**src/rtl/assert_macros.svh**
```systemverilog
// Assertion helpers shared by the RTL.
`ifndef ASSERT_MACROS_SVH
`define ASSERT_MACROS_SVH

// Plain invariant, checked at every clock edge out of reset.
`define ASSERT_ALWAYS(lbl, clk, rst_n, prop, msg) \
  lbl: assert property (@(posedge clk) disable iff (!rst_n) (prop)) else $error(msg);

// Same-cycle implication.
`define ASSERT_IMPLY(lbl, clk, rst_n, ante, cons, msg) \
  lbl: assert property (@(posedge clk) disable iff (!rst_n) (ante) |-> (cons)) \
    else $error(msg);

// Next-cycle implication.
`define ASSERT_NEXT(lbl, clk, rst_n, ante, cons, msg) \
  lbl: assert property (@(posedge clk) disable iff (!rst_n) (ante) |=> (cons)) \
    else $error(msg);

`endif

```
**src/rtl/olr_pkg.sv**
```systemverilog
`default_nettype none

package olr_pkg;

  localparam int unsigned OP_W     = 3;
  localparam int unsigned VAL_W    = 32;
  localparam int unsigned POS_W    = 7;
  localparam int unsigned SHIFT_W  = 31;
  localparam int unsigned STATUS_W = 2;
  localparam int unsigned COUNT_W  = 7;
  // width of the divide step counter (counts SHIFT_W down to 0)
  localparam int unsigned STEP_W   = $clog2(SHIFT_W + 1);

  localparam logic [OP_W-1:0] OP_APPEND = 3'd0;
  localparam logic [OP_W-1:0] OP_REM_LAST = 3'd1;
  localparam logic [OP_W-1:0] OP_REM_AT = 3'd2;
  localparam logic [OP_W-1:0] OP_ROT_L = 3'd3;
  localparam logic [OP_W-1:0] OP_ROT_R = 3'd4;
  localparam logic [OP_W-1:0] OP_SEARCH = 3'd5;

  localparam logic [STATUS_W-1:0] ST_DONE = 2'd0;
  localparam logic [STATUS_W-1:0] ST_EMPTY = 2'd1;
  localparam logic [STATUS_W-1:0] ST_FULL = 2'd2;
  localparam logic [STATUS_W-1:0] ST_RANGE = 2'd3;

  // controller -> datapath
  typedef struct packed {
    logic                load;       // latch the request payload
    logic                app_wr;     // write value at tail, count up
    logic                cnt_dec;    // count down
    logic                idx_pos;    // index <= position - 1
    logic                idx_zero;   // index <= 0
    logic                rd;         // store read
    logic                rd_next;    // read at index + 1 instead of index
    logic                shift_wr;   // write read data at index, index up
    logic                srch_cmp;   // compare read data, index up
    logic                mod_start;  // start shift_amount mod count
    logic                rot_apply;  // move head slot
    logic                res_load;   // load the result register
    logic [STATUS_W-1:0] res_status;
  } olr_cmd_t;

  // datapath -> controller
  typedef struct packed {
    logic [OP_W-1:0] op;
    logic            empty;
    logic            full;
    logic            pos_bad;
    logic            shift_more;
    logic            srch_more;
    logic            mod_done;
    logic            out_free;
  } olr_sts_t;

endpackage

`default_nettype wire

```
**src/rtl/olr_ctrl.sv**
```systemverilog
`default_nettype none
`include "assert_macros.svh"

module olr_ctrl
  import olr_pkg::*;
(
  input  wire logic     clk_i,
  input  wire logic     rst_ni,
  input  wire logic     in_valid_i,
  output logic          in_ready_o,
  input  wire olr_sts_t sts_i,
  output olr_cmd_t      cmd_o
);

  localparam logic [2:0] S_IDLE  = 3'd0;
  localparam logic [2:0] S_DISP  = 3'd1;
  localparam logic [2:0] S_SHCHK = 3'd2;
  localparam logic [2:0] S_SHWR  = 3'd3;
  localparam logic [2:0] S_SRCHK = 3'd4;
  localparam logic [2:0] S_SRCMP = 3'd5;
  localparam logic [2:0] S_ROT   = 3'd6;
  localparam logic [2:0] S_FIN   = 3'd7;

  logic [2:0]          state_q, state_d;
  logic [STATUS_W-1:0] res_q, res_d;

  assign in_ready_o = (state_q == S_IDLE);

  always_comb begin
    state_d = state_q;
    res_d   = res_q;
    cmd_o   = '0;
    unique case (state_q)
      S_IDLE: begin
        if (in_valid_i) begin
          cmd_o.load = 1'b1;
          state_d    = S_DISP;
        end
      end
      S_DISP: begin
        res_d   = ST_DONE;
        state_d = S_FIN;
        unique case (sts_i.op) inside
          OP_APPEND: begin
            if (sts_i.full) begin
              res_d = ST_FULL;
            end else begin
              cmd_o.app_wr = 1'b1;
            end
          end
          OP_REM_LAST: begin
            if (sts_i.empty) begin
              res_d = ST_EMPTY;
            end else begin
              cmd_o.cnt_dec = 1'b1;
            end
          end
          OP_REM_AT: begin
            if (sts_i.empty) begin
              res_d = ST_EMPTY;
            end else if (sts_i.pos_bad) begin
              res_d = ST_RANGE;
            end else begin
              cmd_o.idx_pos = 1'b1;
              state_d       = S_SHCHK;
            end
          end
          OP_ROT_L, OP_ROT_R: begin
            if (sts_i.empty) begin
              res_d = ST_EMPTY;
            end else begin
              cmd_o.mod_start = 1'b1;
              state_d         = S_ROT;
            end
          end
          OP_SEARCH: begin
            cmd_o.idx_zero = 1'b1;
            state_d        = S_SRCHK;
          end
          default: ;
        endcase
      end
      S_SHCHK: begin
        if (sts_i.shift_more) begin
          cmd_o.rd      = 1'b1;
          cmd_o.rd_next = 1'b1;
          state_d       = S_SHWR;
        end else begin
          cmd_o.cnt_dec = 1'b1;
          state_d       = S_FIN;
        end
      end
      S_SHWR: begin
        cmd_o.shift_wr = 1'b1;
        state_d        = S_SHCHK;
      end
      S_SRCHK: begin
        if (sts_i.srch_more) begin
          cmd_o.rd = 1'b1;
          state_d  = S_SRCMP;
        end else begin
          state_d = S_FIN;
        end
      end
      S_SRCMP: begin
        cmd_o.srch_cmp = 1'b1;
        state_d        = S_SRCHK;
      end
      S_ROT: begin
        if (sts_i.mod_done) begin
          cmd_o.rot_apply = 1'b1;
          state_d         = S_FIN;
        end
      end
      S_FIN: begin
        if (sts_i.out_free) begin
          cmd_o.res_load   = 1'b1;
          cmd_o.res_status = res_q;
          state_d          = S_IDLE;
        end
      end
      default: state_d = S_IDLE;
    endcase
  end

  always_ff @(posedge clk_i or negedge rst_ni) begin
    if (!rst_ni) begin
      state_q <= S_IDLE;
      res_q   <= ST_DONE;
    end else begin
      state_q <= state_d;
      res_q   <= res_d;
    end
  end

  `ASSERT_NEXT(a_busy_after_accept, clk_i, rst_ni, in_valid_i && in_ready_o, !in_ready_o, "request accepted but controller still ready")
  `ASSERT_IMPLY(a_res_only_when_free, clk_i, rst_ni, cmd_o.res_load, sts_i.out_free, "result loaded over an untaken result")

endmodule

`default_nettype wire

```
**config.mk**
```make
export PLATFORM = sky130hd
export DESIGN_NAME = olr_ctrl
export DESIGN_NICKNAME = d
export VERILOG_FILES = /design/src/rtl/olr_pkg.sv /design/src/rtl/olr_ctrl.sv
export VERILOG_INCLUDE_DIRS = /design/src /design/src/rtl
export SDC_FILE = /design/constraint.sdc
export NUM_CORES = 1
export LEC_CHECK = 0
export BUFFER_PORTS_ARGS = -buffer_cell sky130_fd_sc_hd__buf_2
export CAP_MARGIN = 20
export CORE_AREA = 8 8 45 47
export CTS_CLUSTER_SIZE = 24
export DETAILED_ROUTE_END_ITERATION = 16
export DIE_AREA = 0 0 53 55
export GPL_TIMING_DRIVEN = 0
export PLACE_DENSITY_LB_ADDON = 0.08
export SKIP_LAST_GASP = 1
export SYNTH_ARGS = -nofsm -noshare
export SYNTH_HDL_FRONTEND = slang
export SYNTH_SLANG_ARGS = --single-unit
```
**constraint.sdc**
```tcl
create_clock -name clk_i -period 1.5 [get_ports clk_i]
set_input_delay 0.225 -clock clk_i [delete_from_list [all_inputs] [get_ports clk_i]]
set_output_delay 0.225 -clock clk_i [all_outputs]
set_load 0.005 [all_outputs]
```
Word level (Yosys, flattened, before mapping) --
Cells that the tools add are included.
Storage, ports and cells: bits in registers 5, input port bits 13, output and inout port bits 15, word-level logic and storage cells 63
Cells by class: equal/unequal tests 15, multiplexer cells 41, reductions and logical operators 5
Operators by type and width (count):
- $mux W3 | 8
- $pmux W3 S8 | 1
- $mux W1 | 22
- $eq A3 B3 Y1 const B | 6
- $eq A3 B2 Y1 const B | 4
- $mux W2 | 6
- $pmux W3 S3 | 1
- $eq A3 B1 Y1 const B | 2
- $logic_not A3 Y1 | 2
- $ne A2 B2 Y1 const B | 3
- $pmux W2 S3 | 1
- $pmux W1 S2 | 2
- $reduce_and A3 Y1 | 1
- $reduce_or A3 Y1 | 1
- $reduce_or A2 Y1 | 1

Logic depth before layout (Yosys ltp) --
word-level depth 4, gate-level depth with buffers 5, mapped depth without buffers 4

Worst setup path after synthesis --
No wires, ideal clock.
path type flip-flop to output port, start register state_q[1], end output port cmd_o[8] (netlist bit), arrival time 1.030 ns, required time 1.275 ns, setup slack 0.245 ns, cell stages (with the launch flop) 5, buffers on the path 1, cells stage by stage dfrtp_1 > clkbuf_1 > nand2_1 > o22a_1 > nor2_1
RTL lines:
- start, declared | RTL line olr_ctrl.sv:24 | logic [2:0] state_q, state_d;
- start signal, assigned | RTL line olr_ctrl.sv:131 | state_q <= state_d;
- end, declared | RTL line olr_ctrl.sv:12 | output olr_cmd_t cmd_o

==> summary.md <==
| Metric | Value |
|---|---|
| Fin cells | `128` |
| CTS Sinks | `5` |
| Final setup fails | `2` |
| CP top delay family | `flip-flops` |
| Root Buffer | `clkbuf_4` |
| Port bufs | `25` |
| Clk Latency, worst-skew pair | `240 ps` |
| Synth Cell Area | `529 µm²` |
| CTS max path bufs | `2` |
| Final WS setup | `-26.4 ps` |
| Vias in the first global route | `684` |
| Pre-CTS setup slack | `36.9 ps` |
| Cells after Synth | `79` |
| Max incr delay on CP | `410 ps` |
| Syn Nets | `92` |
| Initial antenna violation count | `0` |
| GR Overflow Total | `0` |
| Antenna-violating nets left | `0` |
| First-pass GRT wire length | `2.79 mm` |
| Initial cell density of the core | `0.382` |
| Yosys cell types | `26` |
| Failing checks | `setup timing` |
| Die Area | `0.00292 mm²` |
| Static Leak | `0.386 nW` |
| Num ports | `28` |
| Max Cap Viol | `0` |
| Outcome | `complete, but fails checks` |
| Syn_area_per_cell | `6.70 µm²` |
| Post-DP HPWL | `1.20 mm` |
| Unrepaired setup endpoints after global routing | `yes` |
| Synth area leader | `dfrtp_1` |
| CTS tree | `yes` |
| Finished Core Util | `0.573` |
| Max Clk Rate | `0.655 GHz` |
| Via count of the routed design | `668` |
| Crit end category | `output port` |
| Worst Max-Slew Pin Slew | `261 ps` |
| Ratio of cells with drive above 1 in the final layout | `0.429` |
| Die X | `53 µm` |
| Post-synth top area share | `0.236` |
| Total Routing Usage GR | `0.122` |
| Final period util | `1.02` |
| Clock skew | `2.43 ps` |
| Share of the yosys chip area belonging to registers | `0.236` |
| CP Launch Type | `register` |
| Clk pin slew, worst setup/hold paths | `50 ps` |
| Core area | `0.00138 mm²` |
| Arrival @ worst endpoint | `1300 ps` |
| Peak supply drop | `0.000447 V` |
| Crit Path Max Fanout | `3` |
| Routability cong. | `0.801` |
| Post-route design area | `793 µm²` |
| Crit Path Class | `register to output port` |
| Cell-by-cell trace of the critical path | `and2b_2 -> buf_4 -> a31oi_1 -> nor2_1 -> buf_2` |
| # diodes | `0` |
| Largest net degree at the start of global routing | `11` |
| Async SR Flop Fraction | `1.00` |
| Cts bufs inserted | `3` |
| H-tree depth | `1` |
| Die span in y | `55 µm` |
| Drt pass-1 iters | `4` |
| Worst path required time | `1270 ps` |
| Hold Fails Final Rpt | `0` |
| Synth top area cells | `dfrtp_1 24%, nor2_1 8.5%, nand2_1 7.1%` |
| DRC viols | `0` |
| Synthesis Warnings | `0` |
| Most common flop cell mapped by yosys | `dfrtp_1` |
| Nets | `126` |
| Via density per instance | `5.22` |
| CP max stage cell | `dfrtp_1` |
| Worst path bufs/invs | `2` |
| Hold/Removal Path Class | `input port to register` |
| Number of flops mapped to enable cells by yosys | `0` |
| Slew HR | `0.824` |
| Floorplan row count | `14` |
| Final WL | `1.66 mm` |
| Fin. max-slew vios | `0` |
| Placed insts | `120` |
| Drt initial violations | `21` |
| Post-layout min period | `1530 ps` |
| Setup TNS | `-40.8 ps` |
| DP Area | `674 µm²` |
| Area delta synth->final | `49.9%` |
| Drt wl/cell | `12.9 µm` |
| Flops & latches, synth | `5` |
| PD cells | `1390 mW/mm²` |
==> worst register-to-register path, stage by stage (launching register included) <==
cell	delay, ps
dfrtp_1	390
and2b_2	230
nand2b_1	70
buf_6	140
buf_4	140
o41ai_1	290
==> metrics by stage <==
stage | total power, mW | hold WS, ps
after floorplan | 0.622 | -70.6
after global placement | 0.789 | 41.1
after detailed placement | 0.799 | 41.7
after CTS | 1.08 | 203
after global routing | 1.21 | 211
final | 1.10 | 208
==> registers in the layout, summed over array words and instances, names as in the netlist <==
register / count
res_q: 2
state_q: 3
==> report_power, final <==
group	leakage [nW]	switching, mW	total, mW	internal [mW]
Clock	0.0150	0.0574	0.158	0.101
Sequential	0.0569	0.0558	0.259	0.204
Combinational	0.314	0.344	0.682	0.339
Total	0.386	0.457	1.10	0.643
==> per-layer routing <==
| metal | share of wire | wire length (µm) | vias to the layer above | GRT usage |
|---|---|---|---|---|
| li1 | - | - | 338 | - |
| met2 | 0.47 | 786 | 19 | 0.217 |
| met4 | 0 | 0 | 0 | 0.0517 |
| met1 | 0.45 | 738 | 311 | 0.140 |
| met5 | 0 | 0 | - | 0 |
| met3 | 0.079 | 130 | 0 | 0.0214 |
==> synth_stat cells, types with 2 or more instances <==
| library cell | n |
|---|---|
| nand2_1 | 10 |
| nor3_1 | 6 |
| a21oi_1 | 7 |
| and2_1 | 3 |
| dfrtp_1 | 5 |
| nand2b_1 | 4 |
| clkbuf_1 | 3 |
| inv_1 | 4 |
| a31oi_1 | 2 |
| nor2_1 | 12 |
| nor3b_1 | 4 |
| nand3b_1 | 2 |
| o21ai_0 | 2 |
| buf_2 | 3 |
==> timing repair <==
action | 4_1_cts | 5_1_grt
endpoints found under the setup margin | 10 | 10
hold buffers | 1 | 0
pin swaps | 1 | 4
endpoints found under the hold margin | 5 | 0
buffers inserted | 4 | 0
resized for setup | 12 | 9
==> final timing paths <==
check,cells past startpoint,slack (ps),start,to
worst max-delay path,5,-30,state_q[0]$_DFFE_PN0P_,cmd_o[11]
max in group asynchronous,2,1040,rst_ni,state_q[2]$_DFFE_PN0P_
min in group asynchronous,2,320,rst_ni,state_q[0]$_DFFE_PN0P_
worst min-delay path,2,210,sts_i[7],res_q[1]$_DFFE_PN0P_
worst max register to register,5,130,state_q[1]$_DFFE_PN0P_,res_q[1]$_DFFE_PN0P_
worst min register to register,2,480,res_q[1]$_DFFE_PN0P_,res_q[1]$_DFFE_PN0P_
==> layout by cell type, fill, tap and decap left out, drive strengths merged, types with 2 or more instances in the layout <==
master  netlist  final
buf           4     34
o22a          2      2
a31oi         2      2
nand2        10     10
dfrtp         5      5
a21oi         7      7
inv           4      4
nand2b        4      4
and2          3      3
clkbuf        3      5
nor3b         4      4
nand3b        2      2
nor3          6      6
o21ai         2      2
nor2         12     12
==> logic make-up (layout without fill, tap and decap cells) <==
group	Yosys count	count (layout)	synth area share
AOI/OAI and AO/OA	17	17	0.210
and+or+nand+nor	45	45	0.433
buffers and inverters	11	44	0.0993
DFF	5	5	0.236
muxes	1	1	0.0213
==> final cells by class <==
| cell class | instances | area [µm²] |
|---|---|---|
| Sequential cell | 5 | 126 |
| Buffer | 6 | 56.3 |
| Fill cell | 137 | 591 |
| Timing Repair Buffer | 30 | 165 |
| Clock buffer | 4 | 26.3 |
| Tap cell | 16 | 20.0 |
| Inverter | 4 | 15.0 |
| Multi-Input combinational cell | 63 | 384 |
No activity file was read; power rests on OpenSTA's default activity.
